==> config.mk <==
export PLATFORM = sky130hd
export DESIGN_NAME = nvme_queue_pointer_tracker_core
export DESIGN_NICKNAME = d
export VERILOG_FILES = /design/src/hdl/nqpt_pkg.sv /design/src/hdl/nvme_queue_pointer_tracker_core.sv /design/src/hdl/nqpt_update.sv
export SDC_FILE = /design/constraint.sdc
export NUM_CORES = 2
export LEC_CHECK = 0
export BUFFER_PORTS_ARGS = -buffer_cell sky130_fd_sc_hd__buf_2
export CAP_MARGIN = 20
export CORE_MARGIN = 3
export CORE_UTILIZATION = 50
export DETAILED_ROUTE_END_ITERATION = 8
export GPL_TIMING_DRIVEN = 0
export HOLD_SLACK_MARGIN = 0.05
export PLACE_DENSITY_LB_ADDON = 0.15
export REMOVE_ABC_BUFFERS = 1
export SLEW_MARGIN = 20
export SYNTH_ARGS = -nofsm -noshare
export SYNTH_HDL_FRONTEND = slang
export SYNTH_SLANG_ARGS = --single-unit
==> constraint.sdc <==
create_clock -name clk_i -period 26.7 [get_ports clk_i]
set_clock_uncertainty 0.2 [all_clocks]
set_input_delay 5.34 -clock clk_i [delete_from_list [all_inputs] [get_ports clk_i]]
set_output_delay 5.34 -clock clk_i [all_outputs]
set_load 0.01 [all_outputs]
==> src/hdl/nqpt_pkg.sv <==
// Shared types and codes for the NVMe queue pointer tracker.
// Used by nqpt_update and nvme_queue_pointer_tracker_core; no dependencies.
package nqpt_pkg;

  typedef enum logic [2:0] {
    KIND_CREATE_SQ = 3'd0,
    KIND_CREATE_CQ = 3'd1,
    KIND_DELETE_SQ = 3'd2,
    KIND_DELETE_CQ = 3'd3,
    KIND_SQ_DBELL  = 3'd4,
    KIND_CQ_DBELL  = 3'd5,
    KIND_SQ_ADV    = 3'd6,
    KIND_CQ_POST   = 3'd7
  } kind_e;

  typedef enum logic [1:0] {
    STATUS_OK     = 2'd0,
    STATUS_BAD_ID = 2'd1,
    STATUS_RANGE  = 2'd2
  } status_e;

  localparam int unsigned QID_W   = 4;
  localparam int unsigned OUT_PTR_W = 16;

  // State updates decided for one command.
  typedef struct packed {
    logic is_cq;      // side addressed by the command
    logic entry_wr;   // write size/head/tail of the addressed queue
    logic valid_set;
    logic valid_clr;
    logic phase_wr;
    logic phase_val;
  } upd_t;

  typedef struct packed {
    status_e                status;
    logic                   sq_empty;
    logic                   cq_full;
    logic                   phase;
    logic [OUT_PTR_W-1:0]   head;
    logic [OUT_PTR_W-1:0]   tail;
  } result_t;

endpackage

==> src/hdl/nvme_queue_pointer_tracker_core.sv <==
// Top level of the NVMe queue pointer tracker: handshakes, queue state storage.
// Depends on nqpt_pkg and nqpt_update.
//
//  Channel  Signals                                   Direction  Transfer when
//  in       in_valid_i/in_ready_o, kind/queue_id/value  in       valid & ready
//  out      out_valid_o/out_ready_i, status..tail      out       valid & ready
//  cfg      cfg_valid_i/cfg_ready_o, highest_queue_id  in       valid & ready
//
// One command per cycle is sustained while the output is not stalled. The input transfer
// edge also reads the queue entry memories into the stage; the result is registered when
// the staged command moves on. The entry memories have a registered read port; a write by
// the command ahead is forwarded into that read. Reset clears valid bits, sets all
// phase tags to one and needs no clearing pass. A stalled output holds the staged
// command, and the input side keeps taking commands only while the stage can move on.
module nvme_queue_pointer_tracker_core #(
  parameter int unsigned NUM_QUEUES = 16,
  parameter int unsigned PTR_WIDTH  = 16
) (
  input  logic        clk_i,
  input  logic        rst_ni,
  input  logic        in_valid_i,
  output logic        in_ready_o,
  input  logic [2:0]  kind_i,
  input  logic [3:0]  queue_id_i,
  input  logic [15:0] value_i,
  output logic        out_valid_o,
  input  logic        out_ready_i,
  output logic [1:0]  status_o,
  output logic        sq_empty_o,
  output logic        cq_full_o,
  output logic        phase_o,
  output logic [15:0] head_o,
  output logic [15:0] tail_o,
  input  logic        cfg_valid_i,
  output logic        cfg_ready_o,
  input  logic [3:0]  highest_queue_id_i
);

  localparam int unsigned QIDX_W  = $clog2(NUM_QUEUES);
  localparam int unsigned EXT_W   = (QIDX_W > nqpt_pkg::QID_W) ? QIDX_W : nqpt_pkg::QID_W;
  localparam int unsigned ENTRY_W = 3 * PTR_WIDTH;

  logic [3:0]              hid_q;

  logic                    s_vld_q;
  nqpt_pkg::kind_e         s_kind_q;
  logic [QIDX_W-1:0]       s_idx_q;
  logic [15:0]             s_value_q;
  logic                    s_id_ok_q;
  logic [ENTRY_W-1:0]      sq_rd_q;
  logic [ENTRY_W-1:0]      cq_rd_q;

  logic [ENTRY_W-1:0]      sq_mem [NUM_QUEUES];
  logic [ENTRY_W-1:0]      cq_mem [NUM_QUEUES];
  logic [NUM_QUEUES-1:0]   sq_valid_q;
  logic [NUM_QUEUES-1:0]   cq_valid_q;
  logic [NUM_QUEUES-1:0]   cq_phase_q;

  logic                    out_vld_q;
  nqpt_pkg::result_t       res_q;

  logic                    in_xfer;
  logic                    s_adv;
  logic [EXT_W-1:0]        in_qid_ext;
  logic [QIDX_W-1:0]       in_idx;
  logic                    in_id_ok;
  logic                    sq_wr;
  logic                    cq_wr;

  nqpt_pkg::upd_t          upd;
  logic [ENTRY_W-1:0]      new_entry;
  nqpt_pkg::result_t       res;

  assign s_adv      = s_vld_q && (!out_vld_q || out_ready_i);
  assign in_ready_o = !s_vld_q || s_adv;
  assign in_xfer    = in_valid_i && in_ready_o;

  assign in_qid_ext = EXT_W'(queue_id_i);
  assign in_idx     = in_qid_ext[QIDX_W-1:0];
  assign in_id_ok   = (queue_id_i <= hid_q) && ({3'b000, queue_id_i} < 7'(NUM_QUEUES));

  assign sq_wr = s_adv && upd.entry_wr && !upd.is_cq;
  assign cq_wr = s_adv && upd.entry_wr && upd.is_cq;

  assign cfg_ready_o = 1'b1;

  always_ff @(posedge clk_i or negedge rst_ni) begin
    if (!rst_ni) begin
      hid_q <= 4'hF;
    end else if (cfg_valid_i) begin
      hid_q <= highest_queue_id_i;
    end
  end

  always_ff @(posedge clk_i or negedge rst_ni) begin
    if (!rst_ni) begin
      s_vld_q <= 1'b0;
    end else if (in_xfer) begin
      s_vld_q <= 1'b1;
    end else if (s_adv) begin
      s_vld_q <= 1'b0;
    end
  end

  always_ff @(posedge clk_i) begin
    if (in_xfer) begin
      s_kind_q  <= nqpt_pkg::kind_e'(kind_i);
      s_idx_q   <= in_idx;
      s_value_q <= value_i;
      s_id_ok_q <= in_id_ok;
    end
  end

  // Entry memories: one write and one registered read per cycle each.
  always_ff @(posedge clk_i) begin
    if (sq_wr) begin
      sq_mem[s_idx_q] <= new_entry;
    end
    if (cq_wr) begin
      cq_mem[s_idx_q] <= new_entry;
    end
  end

  // The command leaving the stage commits on the same edge that this read happens,
  // so its write data is forwarded when both address the same queue.
  always_ff @(posedge clk_i) begin
    if (in_xfer) begin
      sq_rd_q <= (sq_wr && s_idx_q == in_idx) ? new_entry : sq_mem[in_idx];
      cq_rd_q <= (cq_wr && s_idx_q == in_idx) ? new_entry : cq_mem[in_idx];
    end
  end

  always_ff @(posedge clk_i or negedge rst_ni) begin
    if (!rst_ni) begin
      sq_valid_q <= '0;
      cq_valid_q <= '0;
      cq_phase_q <= '1;
    end else if (s_adv) begin
      if (upd.valid_set || upd.valid_clr) begin
        if (upd.is_cq) begin
          cq_valid_q[s_idx_q] <= upd.valid_set;
        end else begin
          sq_valid_q[s_idx_q] <= upd.valid_set;
        end
      end
      if (upd.phase_wr) begin
        cq_phase_q[s_idx_q] <= upd.phase_val;
      end
    end
  end

  nqpt_update #(
    .PTR_WIDTH (PTR_WIDTH)
  ) u_update (
    .kind_i     (s_kind_q),
    .id_ok_i    (s_id_ok_q),
    .sq_valid_i (sq_valid_q[s_idx_q]),
    .cq_valid_i (cq_valid_q[s_idx_q]),
    .phase_i    (cq_phase_q[s_idx_q]),
    .value_i    (s_value_q),
    .sq_entry_i (sq_rd_q),
    .cq_entry_i (cq_rd_q),
    .upd_o      (upd),
    .entry_o    (new_entry),
    .res_o      (res)
  );

  always_ff @(posedge clk_i or negedge rst_ni) begin
    if (!rst_ni) begin
      out_vld_q <= 1'b0;
    end else if (s_adv) begin
      out_vld_q <= 1'b1;
    end else if (out_ready_i) begin
      out_vld_q <= 1'b0;
    end
  end

  always_ff @(posedge clk_i) begin
    if (s_adv) begin
      res_q <= res;
    end
  end

  assign out_valid_o = out_vld_q;
  assign status_o    = res_q.status;
  assign sq_empty_o  = res_q.sq_empty;
  assign cq_full_o   = res_q.cq_full;
  assign phase_o     = res_q.phase;
  assign head_o      = res_q.head;
  assign tail_o      = res_q.tail;

endmodule

==> src/hdl/nqpt_update.sv <==
// Command decode and pointer update for one queue entry.
// Combinational; depends on nqpt_pkg.
module nqpt_update #(
  parameter int unsigned PTR_WIDTH = 16
) (
  input  nqpt_pkg::kind_e          kind_i,
  input  logic                     id_ok_i,
  input  logic                     sq_valid_i,
  input  logic                     cq_valid_i,
  input  logic                     phase_i,
  input  logic [15:0]              value_i,
  input  logic [3*PTR_WIDTH-1:0]   sq_entry_i,
  input  logic [3*PTR_WIDTH-1:0]   cq_entry_i,
  output nqpt_pkg::upd_t           upd_o,
  output logic [3*PTR_WIDTH-1:0]   entry_o,
  output nqpt_pkg::result_t        res_o
);

  // Entry layout: {size, head, tail}.
  function automatic logic [PTR_WIDTH-1:0] next_ptr(input logic [PTR_WIDTH-1:0] p,
                                                    input logic [PTR_WIDTH-1:0] size);
    logic [PTR_WIDTH:0] n;
    n = {1'b0, p} + (PTR_WIDTH+1)'(1);
    return (n >= {1'b0, size}) ? '0 : n[PTR_WIDTH-1:0];
  endfunction

  logic                 is_cq;
  logic                 slot_ok;
  logic                 report;
  logic                 nphase;
  logic [PTR_WIDTH-1:0] size;
  logic [PTR_WIDTH-1:0] head;
  logic [PTR_WIDTH-1:0] tail;
  logic [PTR_WIDTH-1:0] nsize;
  logic [PTR_WIDTH-1:0] nhead;
  logic [PTR_WIDTH-1:0] ntail;
  logic [PTR_WIDTH:0]   tail_inc;
  logic                 val_range;

  assign is_cq = kind_i[0];
  assign {size, head, tail} = is_cq ? cq_entry_i : sq_entry_i;
  assign tail_inc  = {1'b0, tail} + (PTR_WIDTH+1)'(1);
  assign val_range = value_i >= 16'(size);

  always_comb begin
    slot_ok = id_ok_i;
    if (kind_i != nqpt_pkg::KIND_CREATE_SQ && kind_i != nqpt_pkg::KIND_CREATE_CQ) begin
      slot_ok = id_ok_i && (is_cq ? cq_valid_i : sq_valid_i);
    end
  end

  always_comb begin
    upd_o       = '0;
    upd_o.is_cq = is_cq;
    nsize       = size;
    nhead       = head;
    ntail       = tail;
    nphase      = phase_i;
    report      = 1'b1;
    res_o       = '0;
    res_o.status = slot_ok ? nqpt_pkg::STATUS_OK : nqpt_pkg::STATUS_BAD_ID;

    if (slot_ok) begin
      unique case (kind_i) inside
        nqpt_pkg::KIND_CREATE_SQ, nqpt_pkg::KIND_CREATE_CQ: begin
          nsize           = value_i[PTR_WIDTH-1:0];
          nhead           = '0;
          ntail           = '0;
          upd_o.entry_wr  = 1'b1;
          upd_o.valid_set = 1'b1;
          if (is_cq) begin
            nphase          = 1'b1;
            upd_o.phase_wr  = 1'b1;
            upd_o.phase_val = 1'b1;
          end
        end
        nqpt_pkg::KIND_DELETE_SQ, nqpt_pkg::KIND_DELETE_CQ: begin
          upd_o.valid_clr = 1'b1;
          report          = 1'b0;
        end
        nqpt_pkg::KIND_SQ_DBELL: begin
          if (val_range) begin
            res_o.status = nqpt_pkg::STATUS_RANGE;
          end else begin
            ntail          = value_i[PTR_WIDTH-1:0];
            upd_o.entry_wr = 1'b1;
          end
        end
        nqpt_pkg::KIND_CQ_DBELL: begin
          if (val_range) begin
            res_o.status = nqpt_pkg::STATUS_RANGE;
          end else begin
            nhead          = value_i[PTR_WIDTH-1:0];
            upd_o.entry_wr = 1'b1;
          end
        end
        nqpt_pkg::KIND_SQ_ADV: begin
          nhead          = next_ptr(head, size);
          upd_o.entry_wr = 1'b1;
        end
        nqpt_pkg::KIND_CQ_POST: begin
          upd_o.entry_wr = 1'b1;
          // The tail wraps at the queue size and the phase tag flips with it.
          if (tail_inc >= {1'b0, size}) begin
            ntail           = '0;
            nphase          = ~phase_i;
            upd_o.phase_wr  = 1'b1;
            upd_o.phase_val = ~phase_i;
          end else begin
            ntail = tail_inc[PTR_WIDTH-1:0];
          end
        end
        default: begin
          report = 1'b0;
        end
      endcase

      if (report) begin
        res_o.head = 16'(nhead);
        res_o.tail = 16'(ntail);
        if (is_cq) begin
          res_o.cq_full = (next_ptr(ntail, nsize) == nhead);
          res_o.phase   = nphase;
        end else begin
          res_o.sq_empty = (nhead == ntail);
        end
      end
    end
  end

  assign entry_o = {nsize, nhead, ntail};

endmodule
== Word level (Yosys, flattened, before mapping) ==
Memories as Yosys holds them, arrays and structs flattened. A register that Yosys moved wholly into a read port is not among the register bits.
Index checks and enable logic that the tools add are counted.
Word-level totals
  bits in registers: 115
  memory bits (writable): 1536
  input port bits: 32
  output and inout bits: 40
  logic and storage cells: 126
  memories: 2
Memories
  cq_mem: words 16, bits a word 48, read ports 1, clocked after memory_dff 1, wr ports 1, line nvme_queue_pointer_tracker_core.sv:54  | logic [ENTRY_W-1:0] cq_mem [NUM_QUEUES];
  sq_mem: words 16, bits a word 48, read ports 1, clocked after memory_dff 1, wr ports 1, line nvme_queue_pointer_tracker_core.sv:53  | logic [ENTRY_W-1:0] sq_mem [NUM_QUEUES];
Operators by class
  add/sub/neg operators: 3
  order comparisons: 7
  equal/unequal tests: 10
  mux-type cells: 55
  bitwise gates (word level): 4
  reductions and logical operators: 29
Operator list (count)
  16-bit two-way mux: 12
  16-bit case mux with 3 select lines: 2
  16-bit by 1-bit adder with 17-bit output (second input constant): 3
  17-bit by 16-bit >= comparator with 1-bit output: 3
  16-bit bitwise mux: 3
  48-bit two-way mux: 1
  37-bit two-way mux: 1
  35-bit two-way mux: 1
  16-bit == test: 2
  1-bit two-way mux: 22
  16-bit >= comparator: 1
  1-bit binary-select mux with 4-bit select: 3
  3-bit == test (second input constant): 4
  2-bit two-way mux: 5
  3-bit AND reduction: 3
  1-bit logical AND: 8
  3-bit by 2-bit == test with 1-bit output (second input constant): 2
  2-bit OR reduction: 3
  6-bit OR reduction: 1
  4-bit by 5-bit less-than comparator with 1-bit output (second input constant): 1
  5-bit two-way mux: 1
  1-bit demux with 4-bit select: 1
  4-bit by 1-bit >= comparator with 1-bit output (second input constant): 1
  4-bit less-or-equal comparator: 1
  other kinds (13): 23

== Depth between registers and ports, before layout ==
  depth after elaboration: 13
  gate-level depth with buffers: 36
  gate-level depth less buffers: 32

== Hierarchy ==
A second synthesis with hierarchy kept.
Unflattened totals
  cell total of the unflattened synthesis: 3694
  area, all modules: 71801.4 sq um
By module, submodules not included
  nvme_queue_pointer_tracker_core: times used 1, cells each 2879, area each 66117.2 sq um, sequential area each 52215.1 sq um
  nqpt_update: times used 1, cells each 815, area each 5684.2 sq um, sequential area each 0.0 sq um

== Worst setup path before layout ==
OpenSTA, ideal clock, no wires.
  path kind: in2out
  start point: in out_ready_i
  end point: out in_ready_o
  arrival: 5549 ps
  required time: 21160 ps
  path slack: 15611 ps
  stages: 1
  buffers on the path: 0
  path through: nand3b_1
Between the ends
  longest elaborated chain between the ends: 3
Ends and longest elaborated chain
  start: declaration: line nvme_queue_pointer_tracker_core.sv:27  | input logic out_ready_i,
  1-bit logical OR: line nvme_queue_pointer_tracker_core.sv:74  | assign s_adv = s_vld_q && (!out_vld_q || out_ready_i);
  1-bit logical AND: line nvme_queue_pointer_tracker_core.sv:74
  1-bit logical OR: line nvme_queue_pointer_tracker_core.sv:75  | assign in_ready_o = !s_vld_q || s_adv;
  end: declaration: line nvme_queue_pointer_tracker_core.sv:22  | output logic in_ready_o,
Every way passes these cells.

== Worst setup path after layout ==
Same ends and word-level chain as after synthesis.

==> results by group <==
Run status
  • Status: finished, violations left
  • Failing checks: antenna violations

Critical path
  • Slowest-stage cell, CP: nand3b_1
  • CP endpoint kind: output pin
  • Critical R2R Capture: cq_full_o$_SDFFCE_PN0P_
  • Worst setup SP type: primary input
  • CP max FO: 3
  • Worst reg-to-reg path cell count: 33
  • CP dominant cell by count: buf_2
  • CP top delay family: buffers and inverters
  • Worst Path Arrival: 5790 ps
  • R2R setup slack: approximately 17000 ps
  • Setup CP Type: in2out
  • Reg2Reg Launch Point: s_kind_q[0]$_DFFE_PP_
  • Worst path cell trace: buf_2 > nand3b_1 > buf_2
  • Worst Path Required: 21160 ps
  • Largest stage delay on the critical path: 190 ps
  • Crit path buf inv count: 2

STA
  • Setup TNS: 0 ps
  • Final Hold Violating Endpoints: 0
  • RSZ-0062 raised after global routing: false
  • Final setup violation count: 0
  • Fmax: roughly 88 MHz
  • Rel. slew slack: 0.216
  • Min cycle time layout: 11330 ps
  • Max Slew Vio Count: 0
  • Final worst slack: 15370 ps
  • Period utilization: 0.424
  • Worst slew pin tran: around 1200 ps

Logic synthesis
  • Post-Syn Area: 71800 sq um
  • Post-synthesis sequential area ratio: 0.727
  • Synth top area cells: edfxtp_1 (71%), mux4_2 (16%), ha_1 (1.3%), dfrtp_1 (1.2%), o21ai_0 (1.2%)
  • Avg Cell Area, Syn: 19.8 sq um
  • Largest area contributor in the netlist: edfxtp_1
  • Yosys top cell area share: 0.708
  • Most frequently used flop master after synthesis: edfxtp_1
  • Synth unique cells: 101
  • Synth warnings: 0
  • Synth async-reset ratio: 0.0309
  • Flops & latches, synth: 1747
  • Post-Synthesis Cells: 3619
  • EDFF count, synth: 1693

Global routing
  • Grt ovf: 0
  • Largest net degree at the start of global routing: 82
  • First-pass GRT wire length: approximately 270 mm
  • Number of global-route vias before repair: 36700
  • Initial antenna violation count: 5
  • Overall routing resource usage: 0.257

Detailed routing
  • Routed Antenna Nets: 1
  • Remaining DRCs: 0
  • 1st-pass router iterations: 6
  • Via density: between 6 and 7
  • Via Count: 37200
  • Drt wl/cell: 31.9 um
  • Final wirelength: 187 mm
  • DRT iter0 DRCs: 4703

Power and ir drop
  • Leak: approximately 0.027 uW
  • VDD IR-drop max: 62.0 uV
  • Power Density: between 70 and 80 nW/um^2

Final layout
  • Commonest non-fill, non-tap cell in the layout: edfxtp_1
  • Most frequent cells in the layout: edfxtp_1 (1693), mux4_2 (495), clkbuf_16 (177)
  • Layout Nets: 3928
  • Filler Cells Inserted: between 10000 and 15000
  • Layout area overhead: 15.3%
  • Share of layout cells above drive strength 1: 0.283

Die
  • IO Count: between 70 and 80
  • Die width: 385 um
  • Die area: roughly 150000 sq um
  • Initial Util: 0.506
  • Area of the core: around 140000 sq um
  • Row count: 138
  • Die H: 385 um

Placement
  • IO Port Bufs: 70
  • GP Congestion: 0.926
  • Dpl ws: 15380 ps
  • Hpwl dp: 124 mm

Clock network
  • Clock sink count: approximately 1700
  • Worst skew pair latency: 810 ps
  • # H-tree levels: 4
  • Hold Buf Count CTS: 0
  • Clock root buffer: clkbuf_16
  • Clk slew on worst S/H paths: 60 ps
  • Clock Path Buffers: 3
  • Num CTS Buffers: 175
  • # Post-CTS Setup Buffers: 0
  • CTS tree: yes
  • Cts repair resizes: 0

Hold path
  • WHS Endpoint: out_valid_o$_DFFE_PN0P_
  • HP Start: s_vld_q$_DFFE_PN0P_
  • Hold depth: 1
  • Hold Crit Class: reg2reg

Job
  • Maxcap violations: 0
metal layers:
| metal | share of wire | GRT usage |
|---|---|---|
| met1 | 0.44 | 0.400 |
| met2 | 0.46 | 0.382 |
| met3 | 0.085 | 0.0425 |
| met4 | 0.023 | 0.0647 |
| met5 | 0.000043 | 0 |
how the worst max path moves through the flow:
stage	startpoint	to	slack, ps	cells after the start
floorplan	out_ready_i	in_ready_o	15610	1
global placement	queue_id_i[0]	cq_rd_q[18]$_DFFE_PP_	4250	6
detailed placement	out_ready_i	in_ready_o	15380	3
CTS	out_ready_i	in_ready_o	15370	3
global route	out_ready_i	in_ready_o	15350	3
finish	out_ready_i	in_ready_o	15370	3
cells in the mapped netlist, drive strengths merged (22+ instances only):
master  count
mux2       57
nand4      27
mux4      495
o31ai      35
dfrtp      34
nor3       22
clkbuf    138
o21ai     171
nor2      172
mux2i      51
edfxtp   1693
nand3      35
xnor2      43
nand2     179
ha         72
inv        72
a21oi      44
buf        52
flip-flops by register name, summed over array words and instances (netlist names), 2 cells and up:
signal and cells:
cq_mem 768, cq_phase_q 16, cq_rd_q 48, cq_valid_q 16, head_o 16, hid_q 4
s_idx_q 4, s_kind_q 3, s_value_q 16, sq_mem 768, sq_rd_q 48, sq_valid_q 16
status_o 2, tail_o 16
final cells by class:
cell class	count	area (sq um)	share of cell area
inverters	73	277	0.00334
repair buffers	218	3550	0.0429
clock buffers	223	4620	0.0558
well taps	1890	2360	0.0285
multi-input cells	1609	18900	0.228
clock inverters	93	885	0.0107
flip-flops and latches	1747	52200	0.630
diodes	6	15.0	0.000181
metrics by stage:
stage                     hold slack (ps)  instances  instance area, sq um  total power, uW   util
final                                 299       5859                 82800             6050  0.583
after global routing                  339       5853                 82800             6250  0.583
after CTS                             310       5850                 82800             6090  0.583
after detailed placement              295       5534                 77300             3750  0.544
after global placement                270       5389                 73700             3780  0.519
after floorplan                       257       3429                 71000             3510      -
cells by family (layout without fill, tap and decap cells):
logic type                 Yosys count  after routing  share of synthesized area
and+or+nand+nor                    511            511                     0.0331
DFF                               1747           1747                      0.727
xor gates and xnor gates            63             63                    0.00810
adders and majority gates           72             72                     0.0125
buffers and inverters              263            607                     0.0155
muxes                              603            603                      0.171
AOI/OAI and AO/OA                  359            359                     0.0325
other                                1              7                  0.0000522
report_power, final:
part           internal, uW  total [uW]  switching (uW)  leakage [uW]
Sequential             3130        3150            21.7        0.0160
Combinational           181         539             357       0.00821
Clock                  1330        2360            1030       0.00268
(Power assumes the default switching activity.)
